[config.mk]
export PLATFORM = sky130hd
export DESIGN_NAME = x86_16bit_instruction_decoder_top
export DESIGN_NICKNAME = d
export VERILOG_FILES = /design/src/rtl/x86dec_pkg.sv /design/src/rtl/x86dec_front.sv /design/src/rtl/x86dec_queue.sv /design/src/rtl/x86dec_back.sv /design/src/rtl/x86_16bit_instruction_decoder_top.sv
export VERILOG_INCLUDE_DIRS = /design/src /design/src/rtl
export SDC_FILE = /design/constraint.sdc
export NUM_CORES = 1
export LEC_CHECK = 0
export ABC_AREA = 1
export BUFFER_PORTS_ARGS = -buffer_cell sky130_fd_sc_hd__clkbuf_2
export CORE_MARGIN = 5
export CORE_UTILIZATION = 50
export CTS_CLUSTER_DIAMETER = 200
export CTS_CLUSTER_SIZE = 16
export DETAILED_ROUTE_END_ITERATION = 8
export PLACE_DENSITY = 0.75
export SKIP_LAST_GASP = 1
export SYNTH_ARGS = -nofsm -noshare
export SYNTH_HDL_FRONTEND = slang
export SYNTH_HIERARCHICAL = 1
export SYNTH_SLANG_ARGS = --single-unit
[constraint.sdc]
create_clock -name clk -period 10.6 [get_ports clk]
set_input_delay 2.12 -clock clk [delete_from_list [all_inputs] [get_ports clk]]
set_output_delay 2.12 -clock clk [all_outputs]
set_load 0.05 [all_outputs]
[src/rtl/x86_16bit_instruction_decoder_top_assert.svh]
// assertion macros for the instruction decoder
`ifndef X86_16BIT_INSTRUCTION_DECODER_TOP_ASSERT_SVH
`define X86_16BIT_INSTRUCTION_DECODER_TOP_ASSERT_SVH
`ifndef SYNTHESIS
`define XD_ASSERT_CLK(label, clk_sig, rst_sig, prop, msg) \
    label: assert property (@(posedge clk_sig) disable iff (!rst_sig) prop) else $error(msg);
`define XD_ASSERT_NEVER(label, clk_sig, rst_sig, cond, msg) \
    label: assert property (@(posedge clk_sig) disable iff (!rst_sig) !(cond)) else $error(msg);
`else
`define XD_ASSERT_CLK(label, clk_sig, rst_sig, prop, msg)
`define XD_ASSERT_NEVER(label, clk_sig, rst_sig, cond, msg)
`endif
`endif

[src/rtl/x86dec_pkg.sv]
package x86dec_pkg;

    localparam logic [3:0] MAX_LENGTH = 4'd15;

    localparam logic [3:0] K_NONE   = 4'd0;
    localparam logic [3:0] K_R8     = 4'd1;
    localparam logic [3:0] K_R16    = 4'd2;
    localparam logic [3:0] K_SREG   = 4'd3;
    localparam logic [3:0] K_M8     = 4'd4;
    localparam logic [3:0] K_M16    = 4'd5;
    localparam logic [3:0] K_I8     = 4'd6;
    localparam logic [3:0] K_I16    = 4'd7;
    localparam logic [3:0] K_FAR    = 4'd8;
    localparam logic [3:0] K_FARMEM = 4'd9;

    localparam logic [7:0] PFX_REP   = 8'hf3;
    localparam logic [7:0] PFX_REPNE = 8'hf2;
    localparam logic [7:0] PFX_LOCK  = 8'hf0;
    localparam logic [7:0] PFX_CS    = 8'h2e;
    localparam logic [7:0] PFX_DS    = 8'h3e;
    localparam logic [7:0] PFX_ES    = 8'h26;
    localparam logic [7:0] PFX_SS    = 8'h36;

    localparam logic [1:0] REP_NONE = 2'd0;
    localparam logic [1:0] REP_F3   = 2'd1;
    localparam logic [1:0] REP_F2   = 2'd2;

    localparam logic [2:0] SEG_NONE = 3'd0;
    localparam logic [2:0] SEG_CS   = 3'd1;
    localparam logic [2:0] SEG_DS   = 3'd2;
    localparam logic [2:0] SEG_ES   = 3'd3;
    localparam logic [2:0] SEG_SS   = 3'd4;

    // one finished instruction as gathered by the front end
    typedef struct packed {
        logic [1:0]  rep;
        logic        lock;
        logic [2:0]  seg;
        logic [7:0]  opcode;
        logic [7:0]  modrm;
        logic [15:0] disp;
        logic [15:0] imm;
        logic [3:0]  len;
    } raw_insn_t;

    typedef struct packed {
        logic        ok;
        logic [1:0]  rep;
        logic        lock;
        logic [2:0]  seg;
        logic [6:0]  mn;
        logic [3:0]  k1;
        logic [3:0]  s1;
        logic [3:0]  k2;
        logic [3:0]  s2;
        logic [15:0] disp;
        logic [15:0] imm;
        logic [3:0]  len;
    } dec_insn_t;

    function automatic logic has_modrm(input logic [7:0] op);
        logic r;
        r = 1'b0;
        if (op < 8'h40) r = (op[2:0] < 3'd4);
        else if (op >= 8'h80 && op <= 8'h8f) r = 1'b1;
        else if (op >= 8'hc4 && op <= 8'hc7) r = 1'b1;
        else if (op >= 8'hd0 && op <= 8'hd3) r = 1'b1;
        else r = (op == 8'hf6) || (op == 8'hf7) || (op == 8'hfe) || (op == 8'hff);
        return r;
    endfunction

    function automatic logic [1:0] disp_count(input logic [7:0] op, input logic [7:0] m);
        logic [1:0] r;
        r = 2'd0;
        if (has_modrm(op)) begin
            if (m[7:6] == 2'd1) r = 2'd1;
            else if (m[7:6] == 2'd2) r = 2'd2;
            else if (m[7:6] == 2'd0 && m[2:0] == 3'd6) r = 2'd2;
        end
        else if (op == 8'h9a || op == 8'hea || (op >= 8'ha0 && op <= 8'ha3)) begin
            r = 2'd2;
        end
        return r;
    endfunction

    function automatic logic [1:0] imm_count(input logic [7:0] op, input logic [7:0] m);
        logic [1:0] r;
        logic       reg0;
        reg0 = (m[5:3] == 3'd0);
        r = 2'd0;
        if (op < 8'h40) begin
            if (op[2:0] == 3'd4) r = 2'd1;
            else if (op[2:0] == 3'd5) r = 2'd2;
        end
        else if (op >= 8'h70 && op <= 8'h7f) r = 2'd1;
        else if (op >= 8'hb0 && op <= 8'hb7) r = 2'd1;
        else if (op >= 8'hb8 && op <= 8'hbf) r = 2'd2;
        else if (op >= 8'he0 && op <= 8'he7) r = 2'd1;
        else begin
            case (op)
                8'h80, 8'h82, 8'h83, 8'ha8, 8'hcd, 8'hd4, 8'hd5, 8'heb: r = 2'd1;
                8'h81, 8'h9a, 8'hea, 8'ha9, 8'hc2, 8'hca, 8'he8, 8'he9: r = 2'd2;
                8'hc6, 8'hf6: r = reg0 ? 2'd1 : 2'd0;
                8'hc7, 8'hf7: r = reg0 ? 2'd2 : 2'd0;
                default: r = 2'd0;
            endcase
        end
        return r;
    endfunction

    function automatic logic [6:0] alu_code(input logic [2:0] i);
        logic [6:0] r;
        case (i)
            3'd0: r = 7'd0;
            3'd1: r = 7'd3;
            3'd2: r = 7'd4;
            3'd3: r = 7'd5;
            3'd4: r = 7'd6;
            3'd5: r = 7'd8;
            3'd6: r = 7'd10;
            default: r = 7'd12;
        endcase
        return r;
    endfunction

endpackage

[src/rtl/x86dec_front.sv]
module x86dec_front
    import x86dec_pkg::*;
(
    input  logic           clk,
    input  logic           rst_n,
    input  logic           byte_valid,
    output logic           byte_ready,
    input  logic [7:0]     code_byte,
    output logic           raw_valid,
    input  logic           raw_ready,
    output raw_insn_t      raw_insn
);

    typedef enum logic [2:0] {
        PH_OPCODE, PH_MODRM, PH_DISP0, PH_DISP1, PH_IMM0, PH_IMM1
    } phase_t;

    phase_t      phase_reg, phase_next;
    logic [1:0]  rep_reg, rep_next;
    logic        lock_reg, lock_next;
    logic [2:0]  seg_reg, seg_next;
    logic [7:0]  op_reg, op_next;
    logic [7:0]  modrm_reg, modrm_next;
    logic [15:0] disp_reg, disp_next;
    logic [15:0] imm_reg, imm_next;
    logic [3:0]  len_reg, len_next;
    logic        done;
    logic [3:0]  len_inc;
    logic [1:0]  dn, imn;
    logic        take;
    logic [7:0]  op_cur, modrm_cur;

    assign byte_ready = raw_ready;
    assign take       = byte_valid && byte_ready;
    assign len_inc    = (len_reg < MAX_LENGTH) ? len_reg + 4'd1 : len_reg;
    assign op_cur     = (phase_reg == PH_OPCODE) ? code_byte : op_reg;
    assign modrm_cur  = (phase_reg == PH_OPCODE) ? 8'd0
                      : ((phase_reg == PH_MODRM) ? code_byte : modrm_reg);
    assign dn         = disp_count(op_cur, modrm_cur);
    assign imn        = imm_count(op_cur, modrm_cur);

    always_comb
    begin
        phase_next = phase_reg;
        rep_next   = rep_reg;
        lock_next  = lock_reg;
        seg_next   = seg_reg;
        op_next    = op_reg;
        modrm_next = modrm_reg;
        disp_next  = disp_reg;
        imm_next   = imm_reg;
        len_next   = len_inc;
        done       = 1'b0;
        unique case (phase_reg)
            PH_OPCODE:
            begin
                case (code_byte)
                    PFX_REP: rep_next = REP_F3;
                    PFX_REPNE: rep_next = REP_F2;
                    PFX_LOCK: lock_next = 1'b1;
                    PFX_CS: seg_next = SEG_CS;
                    PFX_DS: seg_next = SEG_DS;
                    PFX_ES: seg_next = SEG_ES;
                    PFX_SS: seg_next = SEG_SS;
                    default:
                    begin
                        op_next    = code_byte;
                        modrm_next = 8'd0;
                        if (has_modrm(code_byte)) phase_next = PH_MODRM;
                        else if (dn != 2'd0) phase_next = PH_DISP0;
                        else if (imn != 2'd0) phase_next = PH_IMM0;
                        else done = 1'b1;
                    end
                endcase
            end
            PH_MODRM:
            begin
                modrm_next = code_byte;
                if (dn != 2'd0) phase_next = PH_DISP0;
                else if (imn != 2'd0) phase_next = PH_IMM0;
                else done = 1'b1;
            end
            PH_DISP0:
            begin
                disp_next = {8'd0, code_byte};
                if (dn == 2'd2) phase_next = PH_DISP1;
                else
                begin
                    disp_next = {{8{code_byte[7]}}, code_byte};
                    if (imn != 2'd0) phase_next = PH_IMM0;
                    else done = 1'b1;
                end
            end
            PH_DISP1:
            begin
                disp_next = {code_byte, disp_reg[7:0]};
                if (imn != 2'd0) phase_next = PH_IMM0;
                else done = 1'b1;
            end
            PH_IMM0:
            begin
                imm_next = {8'd0, code_byte};
                if (imn == 2'd2) phase_next = PH_IMM1;
                else done = 1'b1;
            end
            PH_IMM1:
            begin
                imm_next = {code_byte, imm_reg[7:0]};
                done = 1'b1;
            end
            default: done = 1'b1;
        endcase
    end

    always_ff @(posedge clk or negedge rst_n)
    begin
        if (!rst_n)
        begin
            phase_reg <= PH_OPCODE;
            rep_reg   <= REP_NONE;
            lock_reg  <= 1'b0;
            seg_reg   <= SEG_NONE;
            op_reg    <= 8'd0;
            modrm_reg <= 8'd0;
            disp_reg  <= 16'd0;
            imm_reg   <= 16'd0;
            len_reg   <= 4'd0;
            raw_valid <= 1'b0;
            raw_insn  <= '0;
        end
        else
        begin
            if (take && done) raw_valid <= 1'b1;
            else if (raw_ready) raw_valid <= 1'b0;
            if (take)
            begin
                op_reg    <= op_next;
                modrm_reg <= modrm_next;
                if (done)
                begin
                    raw_insn.rep    <= rep_next;
                    raw_insn.lock   <= lock_next;
                    raw_insn.seg    <= seg_next;
                    raw_insn.opcode <= op_next;
                    raw_insn.modrm  <= modrm_next;
                    raw_insn.disp   <= disp_next;
                    raw_insn.imm    <= imm_next;
                    raw_insn.len    <= len_next;
                    phase_reg <= PH_OPCODE;
                    rep_reg   <= REP_NONE;
                    lock_reg  <= 1'b0;
                    seg_reg   <= SEG_NONE;
                    disp_reg  <= 16'd0;
                    imm_reg   <= 16'd0;
                    len_reg   <= 4'd0;
                end
                else
                begin
                    phase_reg <= phase_next;
                    rep_reg   <= rep_next;
                    lock_reg  <= lock_next;
                    seg_reg   <= seg_next;
                    disp_reg  <= disp_next;
                    imm_reg   <= imm_next;
                    len_reg   <= len_next;
                end
            end
        end
    end

endmodule

[src/rtl/x86dec_queue.sv]
`include "x86_16bit_instruction_decoder_top_assert.svh"
module x86dec_queue
    import x86dec_pkg::*;
(
    input  logic      clk,
    input  logic      rst_n,
    input  logic      in_valid,
    output logic      in_ready,
    input  raw_insn_t in_insn,
    output logic      out_valid,
    input  logic      out_ready,
    output raw_insn_t out_insn
);

    // two-entry queue
    raw_insn_t  q_reg [2];
    logic       wp_reg, rp_reg;
    logic [1:0] cnt_reg;
    logic       push, pop;

    assign in_ready  = (cnt_reg != 2'd2);
    assign out_valid = (cnt_reg != 2'd0);
    assign push      = in_valid && in_ready;
    assign pop       = out_valid && out_ready;
    assign out_insn  = q_reg[rp_reg];

    always_ff @(posedge clk)
    begin
        if (push) q_reg[wp_reg] <= in_insn;
    end

    always_ff @(posedge clk or negedge rst_n)
    begin
        if (!rst_n)
        begin
            wp_reg  <= 1'b0;
            rp_reg  <= 1'b0;
            cnt_reg <= 2'd0;
        end
        else
        begin
            if (push) wp_reg <= ~wp_reg;
            if (pop) rp_reg <= ~rp_reg;
            if (push && !pop) cnt_reg <= cnt_reg + 2'd1;
            else if (pop && !push) cnt_reg <= cnt_reg - 2'd1;
        end
    end

    `XD_ASSERT_NEVER(a_cnt_range, clk, rst_n, cnt_reg == 2'd3, "queue count out of range")
    `XD_ASSERT_CLK(a_ptr_gap, clk, rst_n, (cnt_reg == 2'd1) |-> (wp_reg != rp_reg), "pointer mismatch")
    `XD_ASSERT_CLK(a_ptr_eq, clk, rst_n, (cnt_reg != 2'd1) |-> (wp_reg == rp_reg), "pointer mismatch")

endmodule

[src/rtl/x86dec_back.sv]
module x86dec_back
    import x86dec_pkg::*;
(
    input  logic      clk,
    input  logic      rst_n,
    input  logic      in_valid,
    output logic      in_ready,
    input  raw_insn_t in_insn,
    output logic      out_valid,
    input  logic      out_ready,
    output dec_insn_t out_insn
);

    logic [7:0]  op, m;
    logic [1:0]  md;
    logic [2:0]  rg;
    logic        w, d;
    logic        ok;
    logic [6:0]  mn;
    logic [3:0]  k1, s1, k2, s2, rk, rs, rk16, gk, ik, mk;
    logic [15:0] imm;
    dec_insn_t   res;

    assign op = in_insn.opcode;
    assign m  = in_insn.modrm;
    assign md = m[7:6];
    assign rg = m[5:3];
    assign w  = op[0];
    assign d  = op[1];
    assign gk = w ? K_R16 : K_R8;
    assign ik = w ? K_I16 : K_I8;
    assign mk = w ? K_M16 : K_M8;
    assign rs = (md == 2'd0 && m[2:0] == 3'd6) ? 4'd8 : ((md == 2'd3) ? {1'b0, m[2:0]}
                                                                    : {1'b0, m[2:0]});
    assign rk   = (md == 2'd3) ? gk : mk;
    assign rk16 = (md == 2'd3) ? K_R16 : K_M16;

    always_comb
    begin
        ok = 1'b1; mn = 7'd0; k1 = K_NONE; s1 = 4'd0; k2 = K_NONE; s2 = 4'd0;
        imm = in_insn.imm;
        if (op < 8'h40)
        begin
            if (op[2:0] < 3'd4)
            begin
                mn = alu_code(op[5:3]);
                if (d) begin k1 = gk; s1 = {1'b0, rg}; k2 = rk; s2 = rs; end
                else begin k1 = rk; s1 = rs; k2 = gk; s2 = {1'b0, rg}; end
            end
            else if (op[2:1] == 2'b10)
            begin
                mn = alu_code(op[5:3]); k1 = gk; k2 = ik;
            end
            else if (op[5:3] < 3'd4 && op != 8'h0f)
            begin
                mn = op[0] ? 7'd2 : 7'd1; k1 = K_SREG; s1 = {1'b0, op[5:3]};
            end
            else if (op[0] && op[5:3] >= 3'd4)
            begin
                mn = 7'd7 + {3'd0, op[4:3], 1'b0};
            end
            else ok = 1'b0;
        end
        else if (op < 8'h60)
        begin
            case (op[4:3])
                2'd0: mn = 7'd14;
                2'd1: mn = 7'd15;
                2'd2: mn = 7'd1;
                default: mn = 7'd2;
            endcase
            k1 = K_R16; s1 = {1'b0, op[2:0]};
        end
        else if (op < 8'h70) ok = 1'b0;
        else if (op < 8'h80)
        begin
            mn = 7'd16 + {3'd0, op[3:0]}; k1 = K_I8;
        end
        else if (op >= 8'hb0 && op <= 8'hbf)
        begin
            mn = 7'd34; k1 = op[3] ? K_R16 : K_R8; s1 = {1'b0, op[2:0]};
            k2 = op[3] ? K_I16 : K_I8;
        end
        else if (op >= 8'ha4 && op <= 8'ha7)
        begin
            mn = 7'd45 + {5'd0, op[1:0]};
        end
        else if (op >= 8'haa && op <= 8'haf)
        begin
            mn = 7'd49 + {4'd0, op[2:0]} - 7'd2;
        end
        else if (op >= 8'hf8 && op <= 8'hfd)
        begin
            mn = 7'd87 + {4'd0, op[2:0]};
        end
        else
        begin
            case (op)
                8'h80, 8'h81, 8'h82, 8'h83:
                begin
                    mn = alu_code(rg); k1 = rk; s1 = rs;
                    k2 = (op == 8'h81) ? K_I16 : K_I8;
                end
                8'h84, 8'h85, 8'h86, 8'h87:
                begin
                    mn = d ? 7'd33 : 7'd32; k1 = gk; s1 = {1'b0, rg}; k2 = rk; s2 = rs;
                end
                8'h88, 8'h89, 8'h8a, 8'h8b:
                begin
                    mn = 7'd34;
                    if (d) begin k1 = gk; s1 = {1'b0, rg}; k2 = rk; s2 = rs; end
                    else begin k1 = rk; s1 = rs; k2 = gk; s2 = {1'b0, rg}; end
                end
                8'h8c, 8'h8e:
                begin
                    if (rg[2]) ok = 1'b0;
                    else
                    begin
                        mn = 7'd34;
                        if (op == 8'h8c) begin k1 = rk16; s1 = rs; k2 = K_SREG; s2 = {1'b0, rg}; end
                        else begin k1 = K_SREG; s1 = {1'b0, rg}; k2 = rk16; s2 = rs; end
                    end
                end
                8'h8d, 8'hc4, 8'hc5:
                begin
                    if (md == 2'd3) ok = 1'b0;
                    else
                    begin
                        mn = (op == 8'h8d) ? 7'd35 : ((op == 8'hc4) ? 7'd56 : 7'd57);
                        k1 = K_R16; s1 = {1'b0, rg}; k2 = rk16; s2 = rs;
                    end
                end
                8'h8f:
                begin
                    if (rg != 3'd0) ok = 1'b0;
                    else begin mn = 7'd2; k1 = rk16; s1 = rs; end
                end
                8'h90: mn = 7'd36;
                8'h91, 8'h92, 8'h93, 8'h94, 8'h95, 8'h96, 8'h97:
                begin
                    mn = 7'd33; k1 = K_R16; s1 = {1'b0, op[2:0]}; k2 = K_R16;
                end
                8'h98: mn = 7'd37;
                8'h99: mn = 7'd38;
                8'h9a: begin mn = 7'd39; k1 = K_FAR; end
                8'h9b: mn = 7'd40;
                8'h9c: mn = 7'd41;
                8'h9d: mn = 7'd42;
                8'h9e: mn = 7'd43;
                8'h9f: mn = 7'd44;
                8'ha0, 8'ha1, 8'ha2, 8'ha3:
                begin
                    mn = 7'd34;
                    if (d) begin k1 = mk; s1 = 4'd8; k2 = gk; end
                    else begin k1 = gk; k2 = mk; s2 = 4'd8; end
                end
                8'ha8, 8'ha9: begin mn = 7'd32; k1 = gk; k2 = ik; end
                8'hc2: begin mn = 7'd55; k1 = K_I16; end
                8'hc3: mn = 7'd55;
                8'hc6, 8'hc7:
                begin
                    if (rg != 3'd0) ok = 1'b0;
                    else begin mn = 7'd34; k1 = rk; s1 = rs; k2 = ik; end
                end
                8'hca: begin mn = 7'd58; k1 = K_I16; end
                8'hcb: mn = 7'd58;
                8'hcc: begin mn = 7'd59; k1 = K_I8; imm = 16'd3; end
                8'hcd: begin mn = 7'd59; k1 = K_I8; end
                8'hce: mn = 7'd60;
                8'hcf: mn = 7'd61;
                8'hd0, 8'hd1, 8'hd2, 8'hd3:
                begin
                    if (rg == 3'd6) ok = 1'b0;
                    else
                    begin
                        mn = (rg == 3'd7) ? 7'd68 : 7'd62 + {4'd0, rg};
                        k1 = rk; s1 = rs;
                        if (!d) begin k2 = K_I8; imm = 16'd1; end
                        else begin k2 = K_R8; s2 = 4'd1; end
                    end
                end
                8'hd4: begin mn = 7'd69; k1 = K_I8; end
                8'hd5: begin mn = 7'd70; k1 = K_I8; end
                8'hd7: mn = 7'd71;
                8'he0, 8'he1, 8'he2, 8'he3: begin mn = 7'd72 + {5'd0, op[1:0]}; k1 = K_I8; end
                8'he4, 8'he5: begin mn = 7'd76; k1 = gk; k2 = K_I16; end
                8'he6, 8'he7: begin mn = 7'd77; k1 = K_I16; k2 = gk; end
                8'he8: begin mn = 7'd39; k1 = K_I16; end
                8'he9: begin mn = 7'd78; k1 = K_I16; end
                8'hea: begin mn = 7'd78; k1 = K_FAR; end
                8'heb: begin mn = 7'd78; k1 = K_I8; end
                8'hec, 8'hed: begin mn = 7'd76; k1 = gk; k2 = K_R16; s2 = 4'd2; end
                8'hee, 8'hef: begin mn = 7'd77; k1 = K_R16; s1 = 4'd2; k2 = gk; end
                8'hf4: mn = 7'd79;
                8'hf5: mn = 7'd80;
                8'hf6, 8'hf7:
                begin
                    if (rg == 3'd1) ok = 1'b0;
                    else
                    begin
                        k1 = rk; s1 = rs;
                        if (rg == 3'd0) begin mn = 7'd32; k2 = ik; end
                        else mn = 7'd79 + {4'd0, rg};
                    end
                end
                8'hfe:
                begin
                    if (rg > 3'd1) ok = 1'b0;
                    else begin mn = 7'd14 + {6'd0, rg[0]}; k1 = rk; s1 = rs; end
                end
                8'hff:
                begin
                    if (rg == 3'd7) ok = 1'b0;
                    else if ((rg == 3'd3 || rg == 3'd5) && md == 2'd3) ok = 1'b0;
                    else
                    begin
                        k1 = (rg == 3'd3 || rg == 3'd5) ? K_FARMEM : rk16;
                        s1 = rs;
                        if (rg < 3'd2) mn = 7'd14 + {6'd0, rg[0]};
                        else if (rg < 3'd4) mn = 7'd39;
                        else if (rg < 3'd6) mn = 7'd78;
                        else mn = 7'd1;
                    end
                end
                default: ok = 1'b0;
            endcase
        end
        res.ok   = ok;
        res.rep  = in_insn.rep;
        res.lock = in_insn.lock;
        res.seg  = in_insn.seg;
        res.len  = in_insn.len;
        res.mn   = ok ? mn : 7'd0;
        res.k1   = ok ? k1 : K_NONE;
        res.s1   = ok ? s1 : 4'd0;
        res.k2   = ok ? k2 : K_NONE;
        res.s2   = ok ? s2 : 4'd0;
        res.disp = ok ? in_insn.disp : 16'd0;
        res.imm  = ok ? imm : 16'd0;
    end

    assign in_ready = !out_valid || out_ready;

    always_ff @(posedge clk or negedge rst_n)
    begin
        if (!rst_n) out_valid <= 1'b0;
        else if (in_ready) out_valid <= in_valid;
    end

    always_ff @(posedge clk)
    begin
        if (in_ready && in_valid) out_insn <= res;
    end

endmodule

[src/rtl/x86_16bit_instruction_decoder_top.sv]
// channel   dir  tdata fields (low bit up)
// s_axis    in   code_byte[7:0]
// m_axis    out  decode_ok, repeat_prefix, lock_prefix, segment_override, mnemonic_code,
//                first_kind, first_select, second_kind, second_select, displacement,
//                immediate_value, byte_length (66 bits, zero padded to 72)
// one code byte per cycle is taken while the queue can accept; m_axis_tvalid rises once the
// last byte of a request has passed the front output register, the queue and the back decode register
// front output register, two-entry queue and back decode register each hold one stage
// rst_n clears phase, prefixes and all valid flags
// a stalled m_axis fills the queue, then stalls s_axis
module x86_16bit_instruction_decoder_top
    import x86dec_pkg::*;
(
    input  logic        clk,
    input  logic        rst_n,
    input  logic        s_axis_tvalid,
    output logic        s_axis_tready,
    input  logic [7:0]  s_axis_tdata,   // code_byte
    output logic        m_axis_tvalid,
    input  logic        m_axis_tready,
    output logic [71:0] m_axis_tdata    // fields as listed above
);

    logic      f_valid, f_ready, q_valid, q_ready;
    raw_insn_t f_insn, q_insn;
    dec_insn_t d_insn;

    x86dec_front u_front (
        .clk(clk), .rst_n(rst_n),
        .byte_valid(s_axis_tvalid), .byte_ready(s_axis_tready), .code_byte(s_axis_tdata),
        .raw_valid(f_valid), .raw_ready(f_ready), .raw_insn(f_insn)
    );

    x86dec_queue u_queue (
        .clk(clk), .rst_n(rst_n),
        .in_valid(f_valid), .in_ready(f_ready), .in_insn(f_insn),
        .out_valid(q_valid), .out_ready(q_ready), .out_insn(q_insn)
    );

    x86dec_back u_back (
        .clk(clk), .rst_n(rst_n),
        .in_valid(q_valid), .in_ready(q_ready), .in_insn(q_insn),
        .out_valid(m_axis_tvalid), .out_ready(m_axis_tready), .out_insn(d_insn)
    );

    assign m_axis_tdata = {6'd0, d_insn.len, d_insn.imm, d_insn.disp, d_insn.s2, d_insn.k2,
                           d_insn.s1, d_insn.k1, d_insn.mn, d_insn.seg, d_insn.lock,
                           d_insn.rep, d_insn.ok};

endmodule

==> Yosys cells after proc, flatten, opt, wreduce, memory -nomap -nowiden <==
Memories as Yosys holds them, arrays and structs flattened.
Index checks and enable logic that the tools add are counted.
{ "totals": {"elab_cells": 563, "ramBits": 116, "out_inout_bits": 74, "regBits": 191, "mem_count": 1} }
{ "mem_list": {"columns": ["memory", "depth", "word_bits", "read_ports", "rd_ports_with_merged_regs", "wr", "line_no", "text"], "rows": [
  ["u_queue.q_reg", 2, 58, 1, 0, 1, "x86dec_queue.sv:16", "raw_insn_t q_reg [2];"]
]} }
{ "classes": {"n_bitwise": 2, "add_sub_neg": 13, "eq_ne": 146, "mux": 230, "n_lt_le_gt_ge": 46, "n_reduce_logical": 91} }
{ "op_table": {"columns": ["op", "n"], "rows": [
  ["$eq A8 B8 Y1 const B", 108],
  ["$mux W4", 80],
  ["$pmux W7 S36", 1],
  ["$mux W16", 13],
  ["$mux W7", 24],
  ["$ge A8 B8 Y1 const B", 14],
  ["$le A8 B8 Y1 const B", 14],
  ["$pmux W4 S13", 2],
  ["$pmux W16 S2", 3],
  ["$pmux W4 S7", 3],
  ["$pmux W4 S16", 1],
  ["$reduce_or A63 Y1", 1],
  ["$mux W1", 51],
  ["$mux W8", 6],
  ["$mux W2", 23],
  ["$lt A8 B7 Y1 const B", 5],
  ["$eq A3 B3 Y1 const B", 13],
  ["$mux W3", 13],
  ["$eq A8 B6 Y1 const B", 4],
  ["$reduce_or A4 Y1", 8],
  ["$reduce_or A2 Y1", 14],
  ["$reduce_or A9 Y1", 3],
  ["$logic_and A1 B1 Y1", 26],
  ["$reduce_or A8 Y1", 3],
  ["other kinds (50)", 95]
]} }

==> Logic depth before layout (Yosys ltp) <==
{ "depth": {"word_depth": 19, "depth_mapped": 25} }

==> Modules after synthesis <==
The synthesis kept the hierarchy.
{ "by_module_without_submodules": {"columns": ["module", "cells_each", "area_per_inst_um2", "n_inst"], "rows": [
  ["x86dec_front", 855, 6424.9, 1],
  ["x86dec_back", 829, 5662.9, 1],
  ["x86dec_queue", 332, 4443.0, 1],
  ["x86_16bit_instruction_decoder_top", 7, 48.8, 1]
]} }

==> Least setup slack after synthesis <==
OpenSTA, ideal clock, no wires.
{ "synth_path": {"path_kind": "input port to flip-flop", "from": "in m_axis_tready", "to": "reg u_back/out_insn[0] (netlist name) (enable)", "path_stages": 2, "slack_ns": 4.792, "setup_time_ns": 0.509, "arrival_ns": 5.299, "path_cell_list": "inv_1 > a21oi_1"} }
{ "synth_between": {"elab_chain_cells": 2} }
{ "synth_lines": {"columns": ["item", "line_no", "text"], "rows": [
  ["from (decl)", "x86_16bit_instruction_decoder_top.sv:20", "input logic m_axis_tready,"],
  ["$logic_or A1 B1 Y1", "x86dec_back.sv:242", "assign in_ready = !out_valid || out_ready;"],
  ["$logic_and A1 B1 Y1", "x86dec_back.sv:252", "if (in_ready && in_valid) out_insn <= res;"],
  ["to (signal assigned)", "x86dec_back.sv:252", null],
  ["to (decl)", "x86dec_back.sv:11", "output dec_insn_t out_insn"]
]} }
No other way between the ends.
A chain may end at the register's enable or synchronous reset.

==> metrics.md <==
| Metric | Value |
|---|---|
| Status | finished, final reports clean |
| Maximum clock insertion buffer count | 3 |
| CP max-delay cell | nand2_1 |
| Final critical-path required period | 6.31 ns |
| Layout area overhead | 7.11% |
| DRT Pass-1 Iters | 6 |
| Seq/Total Area, Yosys | 0.516 |
| Placer Congestion | 0.969 |
| Routed Antenna Nets | 0 |
| Final net count | 2,089 |
| Core area | about 33,000 µm² |
| R2r worst-path depth | 17 |
| Final core occ | 0.544 |
| Distinct cells, synth | 52 |
| Via density | 5.60 |
| Pwr/cell area | 336 nW/µm² |
| Clock sinks | 306 |
| Final setup viols | 0 |
| Total number of vias | 14.1k |
| Maximum clock frequency | 158 MHz |
| Pre-CTS setup slack | 4.41 ns |
| Startpoint types | flip-flop |
| Leakage | 8.24 nW |
| Wire per inst | 19.1 µm |
| Area contributors post-synth | edfxtp_1 33%, dfrtp_1 19%, nand2_1 17% |
| Crit share post-route | 0.596 |
| Top delay family on crit path | simple AND/OR/NAND/NOR gates |
| I/O pin cnt | 86 |
| Logic pwr share | 0.529 |
| YS warnings | 6 |
| Initial antenna violation count | 0 |
| Clk network pwr share | 0.138 |
| Hold buffer count at cts | 0 |
| Peak VDD IR | 0.176 mV |
| Final hold violations | 0 |
| Die area | between 30,000 and 40,000 µm² |
| Most common flop cell mapped by yosys | edfxtp_1 |
| Die height | around 190 µm |
| Chip width | 192 µm |
| Top cell type's share of synthesized area | 0.328 |
| Number of synthesized flops with an enable pin | between 150 and 200 |
| NetSw | 3.03 mW |
| PortBufs | 78 |
| Ant diodes | 0 |
| Yosys reg bits | 306 |
| Worst Min Path Start | u_front/raw_insn[38] |
| Post-CTS setup buffer count | 0 |
| DRT iter0 DRCs | 1,480 |
| Crit-path max FO | 37 |
| Worst Clk Skew | 0.0256 ns |
| Crit-path cells | buf_4, inv_2, buf_4, nand2_1, nand2_1, clkinv_1, ha_1, nand3_1, nand3_1, nand2_1, nand2_2, inv_2, nand2_2, nor2_2, nand3_1, o21ai_0, inv_1 |
| Arr. time, crit path | 6.56 ns |
| Grt total ovfl | 0 |
| Hold Path Class | flip-flop to flip-flop |
| Largest net degree at the start of global routing | 68 |
| CTS root buf | clkbuf_16 |
| Syn Std Cell Area | 16,600 µm² |
| Vias in the first global route | 13.4k |
| H-tree depth | 1 |
| Final worst slack | 4.29 ns |
| Max-cap violations | 0 |
| Sequential Power Share | 0.334 |
| Post-synth ARST share | 0.408 |
| Final Max Slew Viols | 0 |
| Skew-Pair Late Insertion Delay | 0.53 ns |
| Detailed placer's ending HPWL | 35,200 µm |
| Fin Setup TNS | 0 ns |
| Clock transition at the registers of the reported paths | approximately 0.09 ns |
| Slowest cell delay on critical path | between 0.8 and 0.9 ns |
| Hold EP | u_queue/q_reg[0][38] |
| CTS resizes | 0 |
| GRT Total Usage | 0.259 |
| Worst r2r src | u_queue/rp_reg |
| Num CTS Buffers | 23 |
| CTS tree | done |
| Int Pwr | 2.93 mW |
| Worst Path Required | 10.84 ns |
| CP endpoint kind | flip-flop |
| Effective utilization at floorplan | 0.508 |
| Sw Ratio | 0.508 |
| WP buf/inv | 6 |
| Crit Path Class | flip-flop to flip-flop |
| R2r endpoint | u_back/out_insn[56] |
| Slew at the pin closest to its max-slew limit | between 1 and 1.5 ns |
| Layout cells sized above 1 | 0.107 |
| Final wirelength | 47,900 µm |
| Power Total | 5.96 mW |
| Flop-to-flop setup slack | 4.29 ns |
| RSZ-0062 raised after global routing | false |
| WHS Path Cells | 0 |
| Row cnt | 66 |
| DRC | 0 |
| Largest register FFs | 116 |
| Synthesized instance count | 2,023 |
| Synthesized area per cell | between 8 and 9 µm² |
| Rel. slew slack | 0.244 |
| Leading area contributor after synthesis | edfxtp_1 |
| First-pass GRT wire length | 75,100 µm |
-- power groups by stage --
| stage | Sequential, mW | Combinational [mW] | Clock [mW] |
|---|---|---|---|
| 6_report | 1.99 | 3.15 | 0.821 |
| 5_1_grt | 2.03 | 3.44 | 0.888 |
| 4_1_cts | 1.99 | 3.12 | 0.840 |
| 3_5_place_dp | 2.01 | 3.11 | 0 |
| 3_3_place_gp | 1.99 | 3.09 | 0 |
| 2_1_floorplan | 2.42 | 1.95 | 0 |
-- through the flow --
step / area [µm²] / instances / hold WS, ns
final: 17800 / 2514 / 0.468
after global routing: 17800 / 2514 / 0.487
after global placement: 17100 / 2472 / 0.450
after detailed placement: 17100 / 2472 / 0.455
after floorplan: 16600 / 2028 / 0.442
after CTS: 17800 / 2514 / 0.472
-- final cells by class --
cell class                 instances  area, µm²
fill                            3001      14900
inverter                         170        643
clock buffer                      40        639
clock inverter                     2       25.0
tap                              442        553
sequential                       306       8560
timing repair buffer              88        468
multi-input combinational       1466       6870
-- worst register-to-register path: stages, from the launching register on --
cell and delay (ns):
dfrtp_2 0.39, buf_4 0.22, inv_2 0.38, buf_4 0.46, nand2_1 0.13, nand2_1 0.84
clkinv_1 0.79, ha_1 0.61, nand3_1 0.25, nand3_1 0.17, nand2_1 0.50, nand2_2 0.17
inv_2 0.13, nand2_2 0.08, nor2_2 0.18, nand3_1 0.14, o21ai_0 0.51, inv_1 0.10
-- cell usage in the layout (no fill, tap or decap), drive strengths merged, types with 3 or more instances in the layout --
cell type	instances
a31oi	10
nor2	191
buf	11
nand3	126
conb	7
a211oi	3
inv	169
nand3b	6
o21ai	189
ha	22
edfxtp	181
o22ai	5
nand4	28
o2111ai	7
nand2	773
dfrtp	125
nor3	20
o31ai	4
clkinv	3
xor2	3
o211ai	9
clkbuf	117
a21oi	46
-- per-layer routing --
| layer | global-route usage | part of all wire |
|---|---|---|
| met4 | 0.0861 | 0.034 |
| met5 | 0 | 0 |
| met3 | 0.0342 | 0.069 |
| met2 | 0.407 | 0.45 |
| met1 | 0.374 | 0.44 |
-- Yosys cell counts (all sizes together) (3+ instances only) --
| cell type | count |
|---|---|
| o211ai | 9 |
| nand4 | 28 |
| o2111ai | 7 |
| edfxtp | 181 |
| o31ai | 4 |
| a31oi | 10 |
| nor3 | 20 |
| a211oi | 3 |
| a21oi | 46 |
| nand3b | 6 |
| xor2 | 3 |
| clkinv | 3 |
| ha | 22 |
| o22ai | 5 |
| inv | 167 |
| o21ai | 189 |
| nor2 | 191 |
| dfrtp | 125 |
| nand3 | 126 |
| clkbuf | 29 |
| nand2 | 773 |
| buf | 57 |
-- worst max path at each step --
stage | from | to | slack [ns] | cells past startpoint
after CTS | u_queue/rp_reg | u_back/out_insn[9] | 4.39 | 19
after global routing | u_queue/rp_reg | u_back/out_insn[16] | 3.83 | 19
final | u_queue/rp_reg | u_back/out_insn[56] | 4.29 | 17
after global placement | u_queue/rp_reg | u_back/out_insn[18] | 4.33 | 19
after floorplan | m_axis_tready | u_back/out_insn[0] | 4.79 | 2
after detailed placement | u_queue/rp_reg | u_back/out_insn[16] | 4.41 | 19
-- cells by family after synthesis --
kind of cell,count (synthesis),synth area share
AOI/OAI and AO/OA,284,0.0978
xor gates and xnor gates,4,0.00211
adders and majority gates,22,0.0166
buffers and inverters,256,0.0721
DFF,306,0.516
muxes,1,0.000604
other,2,0.000453
and+or+nand+nor,1148,0.294
(Power assumes the default switching activity.)
